**src/hdl/nps_pkg.sv**
```systemverilog
// shared widths, defaults and item types for the priority scheduler
// no dependencies
package nps_pkg;

   localparam int ID_W   = 8;
   localparam int PRIO_W = 3;
   localparam int TIME_W = 16;

   localparam int DEFAULT_QUEUE_DEPTH = 16;
   localparam int DEFAULT_NUM_LEVELS  = 4;

   localparam logic [TIME_W-1:0] CUTOFF_RESET = 16'd100;
   localparam logic [TIME_W-1:0] TIME_MAX     = '1;

   typedef enum logic {
      CMD_ARRIVAL = 1'b0,
      CMD_TICK    = 1'b1
   } cmd_type;

   typedef struct packed {
      logic [ID_W-1:0]   id;
      logic [TIME_W-1:0] service;
      logic [TIME_W-1:0] stamp;
   } job_type;

   // classified item handed from front to back
   typedef struct packed {
      cmd_type           kind;
      logic [PRIO_W-1:0] level;
      job_type           job;
   } work_type;

   typedef struct packed {
      logic              slot_busy;
      logic [ID_W-1:0]   running_id;
      logic              job_finished;
      logic [PRIO_W-1:0] finished_priority;
      logic [TIME_W-1:0] start_tick;
      logic [TIME_W-1:0] end_tick;
      logic [TIME_W-1:0] job_arrival;
      logic              schedule_done;
      logic              queue_overflow;
   } result_type;

endpackage

```
**src/hdl/nps_req_if.sv**
```systemverilog
// request channel: arrivals and ticks with valid/ready handshake
// depends on nps_pkg
interface nps_req_if;
   logic                        valid;
   logic                        ready;
   logic                        command;
   logic [nps_pkg::ID_W-1:0]    job_id;
   logic [nps_pkg::PRIO_W-1:0]  priority_level;
   logic [nps_pkg::TIME_W-1:0]  service_time;
   logic [nps_pkg::TIME_W-1:0]  arrival_stamp;

   modport source (
      output valid, command, job_id, priority_level, service_time, arrival_stamp,
      input  ready
   );
   modport sink (
      input  valid, command, job_id, priority_level, service_time, arrival_stamp,
      output ready
   );
endinterface

```
**src/hdl/nps_rsp_if.sv**
```systemverilog
// response channel: one item per tick with valid/ready handshake
// depends on nps_pkg
interface nps_rsp_if;
   logic                        valid;
   logic                        ready;
   logic                        slot_busy;
   logic [nps_pkg::ID_W-1:0]    running_id;
   logic                        job_finished;
   logic [nps_pkg::PRIO_W-1:0]  finished_priority;
   logic [nps_pkg::TIME_W-1:0]  start_tick;
   logic [nps_pkg::TIME_W-1:0]  end_tick;
   logic [nps_pkg::TIME_W-1:0]  job_arrival;
   logic                        schedule_done;
   logic                        queue_overflow;

   modport source (
      output valid, slot_busy, running_id, job_finished, finished_priority,
             start_tick, end_tick, job_arrival, schedule_done, queue_overflow,
      input  ready
   );
   modport sink (
      input  valid, slot_busy, running_id, job_finished, finished_priority,
             start_tick, end_tick, job_arrival, schedule_done, queue_overflow,
      output ready
   );
endinterface

```
**src/hdl/nps_front.sv**
```systemverilog
// front end: accepts request items, drops bad priorities, queues the rest
// depends on nps_pkg and nps_req_if
module nps_front #(
   parameter int NUM_LEVELS = nps_pkg::DEFAULT_NUM_LEVELS
) (
   input  logic              clock,
   input  logic              reset,
   nps_req_if.sink           req_ch,
   output logic              work_valid,
   input  logic              work_ready,
   output nps_pkg::work_type work_item
);
   import nps_pkg::*;

   localparam logic [PRIO_W:0] MAX_PRIO = (PRIO_W+1)'(NUM_LEVELS);

   work_type   fifo_ff [2];
   logic       wr_ptr_ff, wr_ptr_in;
   logic       rd_ptr_ff, rd_ptr_in;
   logic [1:0] count_ff, count_in;

   work_type   incoming;
   logic       keep;
   logic       push;
   logic       pop;

   always_comb begin
      incoming.kind        = cmd_type'(req_ch.command);
      incoming.level       = req_ch.priority_level - PRIO_W'(1);
      incoming.job.id      = req_ch.job_id;
      incoming.job.service = req_ch.service_time;
      incoming.job.stamp   = req_ch.arrival_stamp;
      keep = (incoming.kind == CMD_TICK)
          || ((req_ch.priority_level != '0) && ({1'b0, req_ch.priority_level} <= MAX_PRIO));
   end

   assign req_ch.ready = (count_ff != 2'd2);
   assign work_valid   = (count_ff != 2'd0);
   assign work_item    = fifo_ff[rd_ptr_ff];

   assign push = req_ch.valid && req_ch.ready && keep;
   assign pop  = work_valid && work_ready;

   always_comb begin
      wr_ptr_in = push ? ~wr_ptr_ff : wr_ptr_ff;
      rd_ptr_in = pop ? ~rd_ptr_ff : rd_ptr_ff;
      count_in  = count_ff + {1'b0, push} - {1'b0, pop};
   end

   always_ff @(posedge clock) begin
      if (reset) begin
         wr_ptr_ff <= 1'b0;
         rd_ptr_ff <= 1'b0;
         count_ff  <= 2'd0;
      end else begin
         wr_ptr_ff <= wr_ptr_in;
         rd_ptr_ff <= rd_ptr_in;
         count_ff  <= count_in;
      end
   end

   always_ff @(posedge clock) begin
      if (push) begin
         fifo_ff[wr_ptr_ff] <= incoming;
      end
   end

endmodule

```
**src/hdl/nps_back.sv**
```systemverilog
// back end: level queues in memory, run slot, tick counter, response register
// depends on nps_pkg and nps_rsp_if
module nps_back #(
   parameter int QUEUE_DEPTH = nps_pkg::DEFAULT_QUEUE_DEPTH,
   parameter int NUM_LEVELS  = nps_pkg::DEFAULT_NUM_LEVELS
) (
   input  logic                       clock,
   input  logic                       reset,
   input  logic                       csr_write_enable,
   input  logic [nps_pkg::TIME_W-1:0] csr_write_data,
   input  logic                       work_valid,
   output logic                       work_ready,
   input  nps_pkg::work_type          work_item,
   nps_rsp_if.source                  rsp_ch
);
   import nps_pkg::*;

   localparam int LVL_W     = (NUM_LEVELS > 1) ? $clog2(NUM_LEVELS) : 1;
   localparam int PTR_W     = $clog2(QUEUE_DEPTH);
   localparam int CNT_W     = $clog2(QUEUE_DEPTH + 1);
   localparam int MEM_DEPTH = NUM_LEVELS * QUEUE_DEPTH;
   localparam int ADDR_W    = $clog2(MEM_DEPTH);

   localparam logic [CNT_W-1:0]  CNT_FULL = CNT_W'(QUEUE_DEPTH);
   localparam logic [CNT_W:0]    POS_WRAP = (CNT_W+1)'(QUEUE_DEPTH);
   localparam logic [PTR_W-1:0]  PTR_LAST = PTR_W'(QUEUE_DEPTH - 1);
   localparam logic [ADDR_W-1:0] ROW_SPAN = ADDR_W'(QUEUE_DEPTH);

   typedef enum logic {
      ST_RUN,
      ST_FETCH
   } state_type;

   state_type         state_ff, state_in;
   logic [TIME_W-1:0] cutoff_ff, cutoff_in;
   logic [TIME_W-1:0] tick_ff, tick_in;
   logic              slot_valid_ff, slot_valid_in;
   job_type           slot_job_ff, slot_job_in;
   logic [PRIO_W-1:0] slot_level_ff, slot_level_in;
   logic [TIME_W-1:0] slot_start_ff, slot_start_in;
   logic [TIME_W-1:0] slot_elapsed_ff, slot_elapsed_in;
   logic [PTR_W-1:0]  head_ff [NUM_LEVELS];
   logic [PTR_W-1:0]  head_in [NUM_LEVELS];
   logic [CNT_W-1:0]  count_ff [NUM_LEVELS];
   logic [CNT_W-1:0]  count_in [NUM_LEVELS];
   logic              overflow_ff, overflow_in;
   logic [PRIO_W-1:0] fetch_level_ff, fetch_level_in;
   logic              rsp_valid_ff, rsp_valid_in;
   result_type        rsp_data_ff, rsp_data_in;

   job_type           queue_mem [MEM_DEPTH];
   job_type           rd_data_ff;
   logic              mem_we;
   logic              mem_re;
   logic [ADDR_W-1:0] mem_waddr;
   logic [ADDR_W-1:0] mem_raddr;

   logic              fire;
   logic              is_tick;
   logic              past_cutoff;
   logic              out_free;
   logic              start_job;
   logic              emit;
   logic [LVL_W-1:0]  arr_lv;
   logic [LVL_W-1:0]  pick_lv;
   logic              any_ready;
   logic [CNT_W:0]    pos_sum;
   logic [PTR_W-1:0]  wr_ptr;

   logic              cur_busy;
   job_type           cur_job;
   logic [PRIO_W-1:0] cur_level;
   logic [TIME_W-1:0] cur_start;
   logic [TIME_W-1:0] cur_elapsed;
   logic [TIME_W-1:0] elapsed_next;
   logic              fin;
   result_type        result;

   // lowest-numbered non-empty level (priority 1 first)
   always_comb begin
      any_ready = 1'b0;
      pick_lv   = '0;
      for (int i = NUM_LEVELS - 1; i >= 0; i--) begin
         if (count_ff[i] != '0) begin
            any_ready = 1'b1;
            pick_lv   = LVL_W'(i);
         end
      end
   end

   always_comb begin
      is_tick     = (work_item.kind == CMD_TICK);
      arr_lv      = work_item.level[LVL_W-1:0];
      past_cutoff = (tick_ff >= cutoff_ff);
      out_free    = !rsp_valid_ff || rsp_ch.ready;
      work_ready  = (state_ff == ST_RUN) && (!is_tick || out_free);
      fire        = work_valid && work_ready;
      start_job   = fire && is_tick && !slot_valid_ff && !past_cutoff && any_ready;
      emit        = (fire && is_tick && !start_job) || ((state_ff == ST_FETCH) && out_free);

      pos_sum = (CNT_W+1)'(head_ff[arr_lv]) + (CNT_W+1)'(count_ff[arr_lv]);
      if (pos_sum >= POS_WRAP) begin
         pos_sum = pos_sum - POS_WRAP;
      end
      wr_ptr    = pos_sum[PTR_W-1:0];
      mem_waddr = ADDR_W'(arr_lv) * ROW_SPAN + ADDR_W'(wr_ptr);
      mem_raddr = ADDR_W'(pick_lv) * ROW_SPAN + ADDR_W'(head_ff[pick_lv]);
   end

   // job seen this tick: the slot, or the one just read from memory
   always_comb begin
      if (state_ff == ST_FETCH) begin
         cur_busy    = 1'b1;
         cur_job     = rd_data_ff;
         cur_level   = fetch_level_ff;
         cur_start   = tick_ff;
         cur_elapsed = '0;
      end else begin
         cur_busy    = slot_valid_ff;
         cur_job     = slot_job_ff;
         cur_level   = slot_level_ff;
         cur_start   = slot_start_ff;
         cur_elapsed = slot_elapsed_ff;
      end
      elapsed_next = (cur_elapsed != TIME_MAX) ? cur_elapsed + TIME_W'(1) : cur_elapsed;
      fin          = cur_busy && (elapsed_next >= cur_job.service);

      result                = '0;
      result.end_tick       = tick_ff;
      result.queue_overflow = overflow_ff;
      result.schedule_done  = past_cutoff && !(cur_busy && !fin);
      if (cur_busy) begin
         result.slot_busy         = 1'b1;
         result.running_id        = cur_job.id;
         result.job_finished      = fin;
         result.finished_priority = cur_level;
         result.start_tick        = cur_start;
         result.job_arrival       = cur_job.stamp;
      end
   end

   always_comb begin
      state_in        = state_ff;
      cutoff_in       = cutoff_ff;
      tick_in         = tick_ff;
      slot_valid_in   = slot_valid_ff;
      slot_job_in     = slot_job_ff;
      slot_level_in   = slot_level_ff;
      slot_start_in   = slot_start_ff;
      slot_elapsed_in = slot_elapsed_ff;
      head_in         = head_ff;
      count_in        = count_ff;
      overflow_in     = overflow_ff;
      fetch_level_in  = fetch_level_ff;
      rsp_valid_in    = rsp_valid_ff;
      rsp_data_in     = rsp_data_ff;
      mem_we          = 1'b0;
      mem_re          = 1'b0;

      if (csr_write_enable) begin
         cutoff_in = csr_write_data;
      end

      if (fire && !is_tick) begin
         if (count_ff[arr_lv] == CNT_FULL) begin
            overflow_in = 1'b1;
         end else begin
            mem_we           = 1'b1;
            count_in[arr_lv] = count_ff[arr_lv] + CNT_W'(1);
         end
      end

      // discard waiting jobs from the cutoff on
      if (fire && is_tick && past_cutoff) begin
         for (int i = 0; i < NUM_LEVELS; i++) begin
            head_in[i]  = '0;
            count_in[i] = '0;
         end
      end

      if (start_job) begin
         head_in[pick_lv]  = (head_ff[pick_lv] == PTR_LAST) ? '0
                                                             : head_ff[pick_lv] + PTR_W'(1);
         count_in[pick_lv] = count_ff[pick_lv] - CNT_W'(1);
         fetch_level_in    = PRIO_W'(pick_lv) + PRIO_W'(1);
         mem_re            = 1'b1;
         state_in          = ST_FETCH;
      end

      if (emit) begin
         slot_valid_in   = cur_busy && !fin;
         slot_job_in     = cur_job;
         slot_level_in   = cur_level;
         slot_start_in   = cur_start;
         slot_elapsed_in = elapsed_next;
         tick_in         = (tick_ff != TIME_MAX) ? tick_ff + TIME_W'(1) : tick_ff;
         state_in        = ST_RUN;
         rsp_valid_in    = 1'b1;
         rsp_data_in     = result;
      end else if (rsp_ch.ready) begin
         rsp_valid_in = 1'b0;
      end
   end

   always_ff @(posedge clock) begin
      if (reset) begin
         state_ff        <= ST_RUN;
         cutoff_ff       <= CUTOFF_RESET;
         tick_ff         <= '0;
         slot_valid_ff   <= 1'b0;
         slot_elapsed_ff <= '0;
         overflow_ff     <= 1'b0;
         rsp_valid_ff    <= 1'b0;
         for (int i = 0; i < NUM_LEVELS; i++) begin
            head_ff[i]  <= '0;
            count_ff[i] <= '0;
         end
      end else begin
         state_ff        <= state_in;
         cutoff_ff       <= cutoff_in;
         tick_ff         <= tick_in;
         slot_valid_ff   <= slot_valid_in;
         slot_elapsed_ff <= slot_elapsed_in;
         overflow_ff     <= overflow_in;
         rsp_valid_ff    <= rsp_valid_in;
         head_ff         <= head_in;
         count_ff        <= count_in;
      end
      slot_job_ff    <= slot_job_in;
      slot_level_ff  <= slot_level_in;
      slot_start_ff  <= slot_start_in;
      fetch_level_ff <= fetch_level_in;
      rsp_data_ff    <= rsp_data_in;
   end

   // level queue storage
   always_ff @(posedge clock) begin
      if (mem_we) begin
         queue_mem[mem_waddr] <= work_item.job;
      end
      if (mem_re) begin
         rd_data_ff <= queue_mem[mem_raddr];
      end
   end

   assign rsp_ch.valid             = rsp_valid_ff;
   assign rsp_ch.slot_busy         = rsp_data_ff.slot_busy;
   assign rsp_ch.running_id        = rsp_data_ff.running_id;
   assign rsp_ch.job_finished      = rsp_data_ff.job_finished;
   assign rsp_ch.finished_priority = rsp_data_ff.finished_priority;
   assign rsp_ch.start_tick        = rsp_data_ff.start_tick;
   assign rsp_ch.end_tick          = rsp_data_ff.end_tick;
   assign rsp_ch.job_arrival       = rsp_data_ff.job_arrival;
   assign rsp_ch.schedule_done     = rsp_data_ff.schedule_done;
   assign rsp_ch.queue_overflow    = rsp_data_ff.queue_overflow;

endmodule

```
**src/hdl/nonpreemptive_priority_scheduler_unit.sv**
```systemverilog
// Non-preemptive multilevel priority scheduler, top level.
// req_ch carries items: a job arrival (id, priority 1..NUM_LEVELS, service
// time, arrival stamp) or one time tick. Arrivals go to a per-level FIFO of
// QUEUE_DEPTH entries; bad priorities are dropped, a full FIFO drops the item
// and sets the sticky overflow flag. Every tick yields one rsp_ch item telling
// what ran, whether it finished, and whether the cutoff is reached with nothing running.
// csr_write_enable/csr_write_data load the cutoff tick (reset value 100).
// Each accepted item is registered in the front queue, and a tick's response
// in the back-end response register. A tick that starts a new job first reads
// the level memory in a fetch state before responding; otherwise the back
// end takes one item per cycle, ticks only while the response register is free.
// A stalled rsp_ch holds its item; arrivals ahead of the first waiting tick
// still drain, then the two-entry front queue fills and req_ch.ready drops
// until the response register frees up.
// Reset is synchronous: queues, slot, tick counter and overflow flag clear,
// the level memory needs no clearing pass.
// depends on nps_pkg, nps_req_if, nps_rsp_if, nps_front, nps_back
module nonpreemptive_priority_scheduler_unit #(
   parameter int QUEUE_DEPTH = nps_pkg::DEFAULT_QUEUE_DEPTH,
   parameter int NUM_LEVELS  = nps_pkg::DEFAULT_NUM_LEVELS
) (
   input  logic                       clock,
   input  logic                       reset,
   input  logic                       csr_write_enable,
   input  logic [nps_pkg::TIME_W-1:0] csr_write_data,
   nps_req_if.sink                    req_ch,
   nps_rsp_if.source                  rsp_ch
);
   import nps_pkg::*;

   logic     work_valid;
   logic     work_ready;
   work_type work_item;

   nps_front #(
      .NUM_LEVELS (NUM_LEVELS)
   ) u_front (
      .clock      (clock),
      .reset      (reset),
      .req_ch     (req_ch),
      .work_valid (work_valid),
      .work_ready (work_ready),
      .work_item  (work_item)
   );

   nps_back #(
      .QUEUE_DEPTH (QUEUE_DEPTH),
      .NUM_LEVELS  (NUM_LEVELS)
   ) u_back (
      .clock            (clock),
      .reset            (reset),
      .csr_write_enable (csr_write_enable),
      .csr_write_data   (csr_write_data),
      .work_valid       (work_valid),
      .work_ready       (work_ready),
      .work_item        (work_item),
      .rsp_ch           (rsp_ch)
   );

endmodule
```
**src/flat_wrapper.sv**
```systemverilog
// flat-port wrapper written by rule: the top's interface ports become plain ports
module nonpreemptive_priority_scheduler_unit_flat import nps_pkg::*;
#(
   parameter int QUEUE_DEPTH = nps_pkg::DEFAULT_QUEUE_DEPTH,
   parameter int NUM_LEVELS  = nps_pkg::DEFAULT_NUM_LEVELS
)
  (clock, reset, csr_write_enable, csr_write_data, req_ch_valid, req_ch_command, req_ch_job_id, req_ch_priority_level, req_ch_service_time, req_ch_arrival_stamp, req_ch_ready, rsp_ch_valid, rsp_ch_slot_busy, rsp_ch_running_id, rsp_ch_job_finished, rsp_ch_finished_priority, rsp_ch_start_tick, rsp_ch_end_tick, rsp_ch_job_arrival, rsp_ch_schedule_done, rsp_ch_queue_overflow, rsp_ch_ready);
  nps_req_if req_ch_i ();
  nps_rsp_if rsp_ch_i ();
  input  logic clock;
  input  logic reset;
  input  logic csr_write_enable;
  input  logic [nps_pkg::TIME_W-1:0] csr_write_data;
  input wire logic [$bits(req_ch_i.valid)-1:0] req_ch_valid;
  input wire logic [$bits(req_ch_i.command)-1:0] req_ch_command;
  input wire logic [$bits(req_ch_i.job_id)-1:0] req_ch_job_id;
  input wire logic [$bits(req_ch_i.priority_level)-1:0] req_ch_priority_level;
  input wire logic [$bits(req_ch_i.service_time)-1:0] req_ch_service_time;
  input wire logic [$bits(req_ch_i.arrival_stamp)-1:0] req_ch_arrival_stamp;
  output wire logic [$bits(req_ch_i.ready)-1:0] req_ch_ready;
  output wire logic [$bits(rsp_ch_i.valid)-1:0] rsp_ch_valid;
  output wire logic [$bits(rsp_ch_i.slot_busy)-1:0] rsp_ch_slot_busy;
  output wire logic [$bits(rsp_ch_i.running_id)-1:0] rsp_ch_running_id;
  output wire logic [$bits(rsp_ch_i.job_finished)-1:0] rsp_ch_job_finished;
  output wire logic [$bits(rsp_ch_i.finished_priority)-1:0] rsp_ch_finished_priority;
  output wire logic [$bits(rsp_ch_i.start_tick)-1:0] rsp_ch_start_tick;
  output wire logic [$bits(rsp_ch_i.end_tick)-1:0] rsp_ch_end_tick;
  output wire logic [$bits(rsp_ch_i.job_arrival)-1:0] rsp_ch_job_arrival;
  output wire logic [$bits(rsp_ch_i.schedule_done)-1:0] rsp_ch_schedule_done;
  output wire logic [$bits(rsp_ch_i.queue_overflow)-1:0] rsp_ch_queue_overflow;
  input wire logic [$bits(rsp_ch_i.ready)-1:0] rsp_ch_ready;
  assign req_ch_i.valid = req_ch_valid;
  assign req_ch_i.command = req_ch_command;
  assign req_ch_i.job_id = req_ch_job_id;
  assign req_ch_i.priority_level = req_ch_priority_level;
  assign req_ch_i.service_time = req_ch_service_time;
  assign req_ch_i.arrival_stamp = req_ch_arrival_stamp;
  assign req_ch_ready = req_ch_i.ready;
  assign rsp_ch_valid = rsp_ch_i.valid;
  assign rsp_ch_slot_busy = rsp_ch_i.slot_busy;
  assign rsp_ch_running_id = rsp_ch_i.running_id;
  assign rsp_ch_job_finished = rsp_ch_i.job_finished;
  assign rsp_ch_finished_priority = rsp_ch_i.finished_priority;
  assign rsp_ch_start_tick = rsp_ch_i.start_tick;
  assign rsp_ch_end_tick = rsp_ch_i.end_tick;
  assign rsp_ch_job_arrival = rsp_ch_i.job_arrival;
  assign rsp_ch_schedule_done = rsp_ch_i.schedule_done;
  assign rsp_ch_queue_overflow = rsp_ch_i.queue_overflow;
  assign rsp_ch_i.ready = rsp_ch_ready;
  nonpreemptive_priority_scheduler_unit #(.QUEUE_DEPTH(QUEUE_DEPTH), .NUM_LEVELS(NUM_LEVELS)) u_core (.clock(clock), .reset(reset), .csr_write_enable(csr_write_enable), .csr_write_data(csr_write_data), .req_ch(req_ch_i), .rsp_ch(rsp_ch_i));
endmodule
```
**config.mk**
```make
export PLATFORM = sky130hd
export DESIGN_NAME = nonpreemptive_priority_scheduler_unit_flat
export DESIGN_NICKNAME = d
export VERILOG_FILES = /design/src/hdl/nps_pkg.sv /design/src/hdl/nps_req_if.sv /design/src/hdl/nps_rsp_if.sv /design/src/hdl/nps_front.sv /design/src/hdl/nps_back.sv /design/src/hdl/nonpreemptive_priority_scheduler_unit.sv /design/src/flat_wrapper.sv
export SDC_FILE = /design/constraint.sdc
export NUM_CORES = 2
export LEC_CHECK = 0
export ABC_AREA = 1
export BUFFER_PORTS_ARGS = -buffer_cell sky130_fd_sc_hd__clkbuf_2
export CAP_MARGIN = 20
export CORE_AREA = 2 2 450 899
export DETAILED_ROUTE_END_ITERATION = 8
export DIE_AREA = 0 0 452 901
export GPL_TIMING_DRIVEN = 0
export PLACE_DENSITY = 0.4
export SLEW_MARGIN = 20
export SYNTH_ARGS = -nofsm -noshare
export SYNTH_HDL_FRONTEND = slang
export SYNTH_SLANG_ARGS = --single-unit
export TNS_END_PERCENT = 1
```
**constraint.sdc**
```tcl
create_clock -name clock -period 8 [get_ports clock]
set_clock_uncertainty 0.05 [all_clocks]
set_input_delay 1.2 -clock clock [delete_from_list [all_inputs] [get_ports clock]]
set_output_delay 1.2 -clock clock [all_outputs]
set_load 0.03 [all_outputs]
```
# After elaboration in Yosys (flattened, before gate mapping)
# Memory sizes are Yosys's and may differ from the RTL's. A register that Yosys moved wholly into a read port is not among the register bits.
# Index checks and enable logic that the tools add are counted.
# word_totals
register_bits	217
ram_bits	2648
inputBits	65
out_inout_bits	65
wordCells	160
memories	2
# mem_list
name	depth	width	read_ports	rd_clocked_by_memory_dff	write_ports	line	text
u_core.u_back.queue_mem	64	40	1	1	1	nps_back.sv:51	job_type queue_mem [MEM_DEPTH];
u_core.u_front.fifo_ff	2	44	1	1	1	nps_front.sv:17	work_type fifo_ff [2];
# op_classes
n_addsub	13
order_cmp	8
n_eq_ne	5
muxes	55
bitwise	5
n_reduce_logical	39
# op_table
op	n
16-bit 2-to-1 mux	5
20-bit 2-to-1 mux	4
20-bit bitwise mux	2
40-bit 2-to-1 mux	1
16-bit by 1-bit adder with 16-bit output (second input constant)	2
16-bit greater-or-equal comparator	2
16-bit != test (second input constant)	2
5-bit 2-to-1 mux	6
29-bit 2-to-1 mux	1
4-bit 2-to-1 mux	7
5-bit binary-select mux with 2-bit select	2
5-bit demux with 2-bit select	2
5-bit nonzero test	4
1-bit logical AND	18
4-bit binary-select mux with 2-bit select	2
16-bit bitwise mux	1
1-bit 2-to-1 mux	16
6-bit by 4-bit adder with 6-bit output	2
4-bit demux with 2-bit select	1
2-bit 2-to-1 mux	4
1-bit logical NOT	7
4-bit by 5-bit adder with 6-bit output	1
3-bit greater-or-equal comparator (second input constant)	2
6-bit by 5-bit greater-or-equal comparator with 1-bit output (second input constant)	1
21 further kinds	30

# Longest topological paths before layout
# depth
ltp_word	13
ltp_mapped	23
ltp_nobuf	21

# Modules after synthesis
# From an unflattened synthesis, not the netlist that was laid out.
# unflattened
hier_cells	11191
area_unflattened_um2	122854.1
# by_module_without_submodules
module	n_inst	cells_per_inst	area_each_um2	seq_area_each_um2
nps_back	1	11008	119178.1	83590.2
nps_front	1	183	3676.0	2742.6

# Worst setup path before layout
# Ideal clock, no wire load.
# synth_timing
path_type	in2reg
from	in rsp_ch_ready
to	reg u_core.u_back.rsp_data_ff, in the netlist u_core.u_back.rsp_ch.end_tick[0] (enable)
setup_time_ns	0.532
t_arrival_ns	5.663
required_ns	7.418
slack_ns	1.755
stages	10
n_path_buf	2
path_cell_list	inv_1 > nand2_1 > inv_1 > a21oi_1 > nand2_1 > inv_1 > nand2_1 > nand2_1 > clkbuf_1 > clkbuf_1
# synth_between
elab_chain_cells	11
word_cells_on_any_way	12
classes_between	12 x reduce/logical
# synth_lines
item	line	text
start: declaration	flat_wrapper.sv:31	input wire logic [$bits(rsp_ch_i.ready)-1:0] rsp_ch_ready;
1-bit logical OR *	nps_back.sv:95	out_free = !rsp_valid_ff || rsp_ch.ready;
1-bit logical OR *	nps_back.sv:96	work_ready = (state_ff == ST_RUN) && (!is_tick || out_free);
1-bit logical AND *	nps_back.sv:96	
1-bit logical AND *	nps_back.sv:97	fire = work_valid && work_ready;
via u_core.u_back.fire	nps_back.sv:58	logic fire;
1-bit logical AND *	nps_back.sv:98, nps_back.sv:99	
1-bit logical AND (3 in series)	nps_back.sv:98	start_job = fire && is_tick && !slot_valid_ff && !past_cutoff && any_ready;
1-bit logical NOT	nps_back.sv:99	emit = (fire && is_tick && !start_job) || ((state_ff == ST_FETCH) && out_free);
1-bit logical AND *	nps_back.sv:99	
1-bit logical OR *	nps_back.sv:99	
via u_core.u_back.emit	nps_back.sv:63	logic emit;
end signal: assignment	nps_back.sv:233	rsp_data_ff <= rsp_data_in;
end: declaration	nps_back.sv:49	result_type rsp_data_ff, rsp_data_in;
# The timed path passes the listed nets; every way through them passes the cells marked *.
# A chain may end at the register's enable or synchronous reset.

==> impl_results.md <==
- Pin count of the biggest net entering global routing: 59
- Num Clock Sinks: 2,904
- NumNets Final: 11,400
- Final setup viols: 0
- Hold bufs inserted after CTS: 0
- Reported max-cap violation count: 0
- Buffers plus inverters on the worst setup path: 7
- RD Place Congestion: 0.943
- Share of post-route cells with drive strength above 1: 11.6%
- Final Routed Wirelength: 543 mm
- Max-slew headroom at the worst pin: 19.3%
- Via count of the first global-routing pass: 84,300
- Detailed-placement wirelength estimate: 411 mm
- Maximum fanout along the worst path: 18
- Mapped Avg Cell Area: 11.3 um2
- Worst min-delay path startpoint: req_ch_job_id[5]
- Layout overhead on the synthesized area: 18.8%
- Most frequent cell on the critical path: sky130_fd_sc_hd__nand2_1
- Worst endpoint data arrival time: 7800 ps
- Post-synthesis cell count: 10,600
- Worst-case clock buffer depth: 4
- Ys async rst share: 0%
- Routed wirelength normalized by instance count: 32.3 um
- Aggregate global routing overflow: 0
- Min cycle time layout: 7250 ps
- Die height: 901 um
- Dominant combinational cell family by area after synthesis: simple AND/OR/NAND/NOR gates
- Ratio of final minimum period to clock period: 90.6%
- Area of the die: 407,000 um2
- DR vias/cell: 5.03
- Number of warnings printed during yosys synthesis: 0
- Highest-count cells in the layout ignoring fill and taps: 3,853 x sky130_fd_sc_hd__nand2_1, 2,811 x sky130_fd_sc_hd__edfxtp_1, 1,591 x sky130_fd_sc_hd__nand3_1, 485 x sky130_fd_sc_hd__inv_1, 391 x sky130_fd_sc_hd__a21oi_1
- Simple-gate share of the synthesized area: 20.2%
- Post-synthesis sequential element count: 2,904
- Slew of the pin with the lowest slew margin: 1210 ps
- Fill cell total of the finished layout: 39,500
- Pre-CTS setup slack: 745 ps
- Class of the tightest hold or removal check: input port to register
- Total global routing track utilization: 26.1%
- Setup CP Type: register to register
- Cell type group with the largest total delay on the critical path: simple AND/OR/NAND/NOR gates
- Post-synthesis cell type count: 45
- CTS H-Tree Depth: 5
- Insertion delay to the later sink of the worst-skew pair: 960 ps
- Leading cell type in the layout, fill and taps excluded: sky130_fd_sc_hd__nand2_1
- Post-CTS setup buffers: 0
- Critical path launch point type: register
- X dimension of the die: 452 um
- TritonCTS clock tree: yes
- Wire length of the first global-routing pass: 723 mm
- Post-route antenna net violation count: 0
- Multiplexer fraction of the synthesized cell area: 0.00835%
- DRC violations left: 0
- Via total after detailed routing: 84,600
- Register Area: 86,300 um2
- Fin cells: 16,800
- Post-synth top flop: sky130_fd_sc_hd__edfxtp_1
- Cell-by-cell listing of the critical path: buf_2 -> inv_2 -> nand2_1 -> nand2_1 -> nand2_1 -> clkbuf_1 -> o22ai_1 -> nor3_1 -> inv_1 -> ha_1 -> nand2_1 -> o21ai_1 -> nor2_1 -> nand2_1 -> nor2_4 -> buf_16 -> buf_12 -> buf_12
- Library cell used as clock root buffer: sky130_fd_sc_hd__clkbuf_16
- Critical Path Slowest Stage Cell: sky130_fd_sc_hd__nor2_4
- Critical path data required time: 8560 ps
- Slew Limit Fails: 0
- Number of antenna violations at the first check in global routing: 42
- Status: finished clean
- Worst hold margin: 376 ps
- Core ar.: 401,000 um2
- # resized after CTS: 0
- Fraction of the yosys area taken by sequential cells: 72.0%
- Post-synthesis compound-gate area fraction: 3.04%
- Starting density of the core: 29.9%
- Clock edge transition at the registers on the reported setup and hold paths: 60 ps
- Initial DRT Pass Iterations: 8
- Synthesized area: 120,000 um2
- DRC marker count from the first detailed-route iteration: 7,831
- Final hold viol count: 0
- Critical path endpoint category: register
- Top-level I/O count: 130
- EDFF count, synth: 2,811
- Cell Count Post-Placement: 16,300
- Placement Rows: 329
- Number of buffers created by CTS: 293
- Area taken by multi-input logic gates: 29,600 um2
- Fraction of synthesized cell area in xor and xnor cells: 0.212%
- Post-synth net total: 10,700
- Highest achievable clock rate: 0.138 GHz
- Final setup slack of the worst path: 753 ps
- Number of buffers added on ports: 129
- CP peak stage delay: 840 ps
- Adder-cell area share of the yosys netlist: 0.518%
- Unrepaired setup endpoints after global routing: false
[metrics by stage]
step	TNS [ps]	instance area (um2)	utilization (%)
2_1_floorplan	0	120000	-
3_3_place_gp	-7063060	127000	31.7
3_5_place_dp	0	133000	33.3
4_1_cts	0	142000	35.5
5_1_grt	0	142000	35.5
6_report	0	142000	35.6
[final timing paths]
check	slack [ps]	to	cells after the start
worst max-delay path	750	u_core.u_back.queue_mem[25][15]$_DFFE_PP_	18
worst min-delay path	380	u_core.u_front.fifo_ff[1][37]$_DFFE_PP_	1
worst max register to register	750	u_core.u_back.queue_mem[25][15]$_DFFE_PP_	18
worst min register to register	410	u_core.u_front.rd_ptr_ff$_SDFFE_PP0P_	1
[sequential cells by signal, summed over array words and instances (netlist names), 2 cells and up, named ones only]
name	cells
u_core.u_back.queue_mem	2560
u_core.u_front.fifo_ff	86
u_core.u_back.rd_data_ff	40
u_core.u_back.slot_job_ff	40
u_core.u_back.count_ff	20
u_core.u_back.cutoff_ff	16
u_core.u_back.head_ff	16
u_core.u_back.rsp_ch.end_tick	16
u_core.u_back.rsp_ch.job_arrival	16
u_core.u_back.rsp_ch.start_tick	16
u_core.u_back.slot_elapsed_ff	16
u_core.u_back.slot_start_ff	16
u_core.u_back.tick_ff	16
u_core.u_back.rsp_ch.running_id	8
u_core.u_back.fetch_level_ff	3
u_core.u_back.rsp_ch.finished_priority	3
u_core.u_back.slot_level_ff	3
u_core.u_front.count_ff	2
[routing by layer]
| metal | global-route usage, % | up-vias | routed length [um] |
|---|---|---|---|
| li1 | - | 37700 | - |
| met1 | 25.0 | 42400 | 173000 |
| met2 | 49.1 | 3252 | 291000 |
| met3 | 3.83 | 1192 | 27100 |
| met4 | 21.2 | 14 | 51700 |
| met5 | 0 | - | 80 |
[synthesized netlist by cell type, drive strengths merged (2+ instances only)]
cell    instances  area share, %
nand2        3898             12
edfxtp       2811             70
nand3        1594            6.7
inv           494            1.5
buf           447            2.0
a21oi         391            1.6
nor2          338            1.1
clkbuf        142           0.44
a21o          127           0.80
o21ai         109           0.47
dfxtp          93            1.6
ha             48           0.50
nor3           22           0.11
xor2           20           0.15
or2            17          0.089
o22ai          10          0.052
nand4           9          0.047
o211ai          9          0.056
xnor2           9          0.066
clkinv          3         0.0094
nor4            3          0.016
a211oi          2          0.013
[cell type report]
class / count / area share (%)
Clock inverter: 140 / 0.864
Tap cell: 5296 / 4.65
Inverter: 497 / 1.31
Sequential cell: 2904 / 60.6
Clock buffer: 377 / 5.52
Buffer: 589 / 2.06
Timing Repair Buffer: 366 / 4.20
Multi-Input combinational cell: 6613 / 20.8
Antenna cell: 29 / 0.0510
[kinds of logic (layout without fill, tap and decap cells)]
group,count (synthesis),in the layout
mux,1,1
fa+ha+maj,49,49
simple gates,5883,5883
other cells,0,29
compound gates,651,651
xor+xnor,29,29
buf+inv,1086,1969
flops,2904,2904
Power is not shown: default switching activity piles up to over one toggle a cycle in this logic, so the estimate is an artifact.
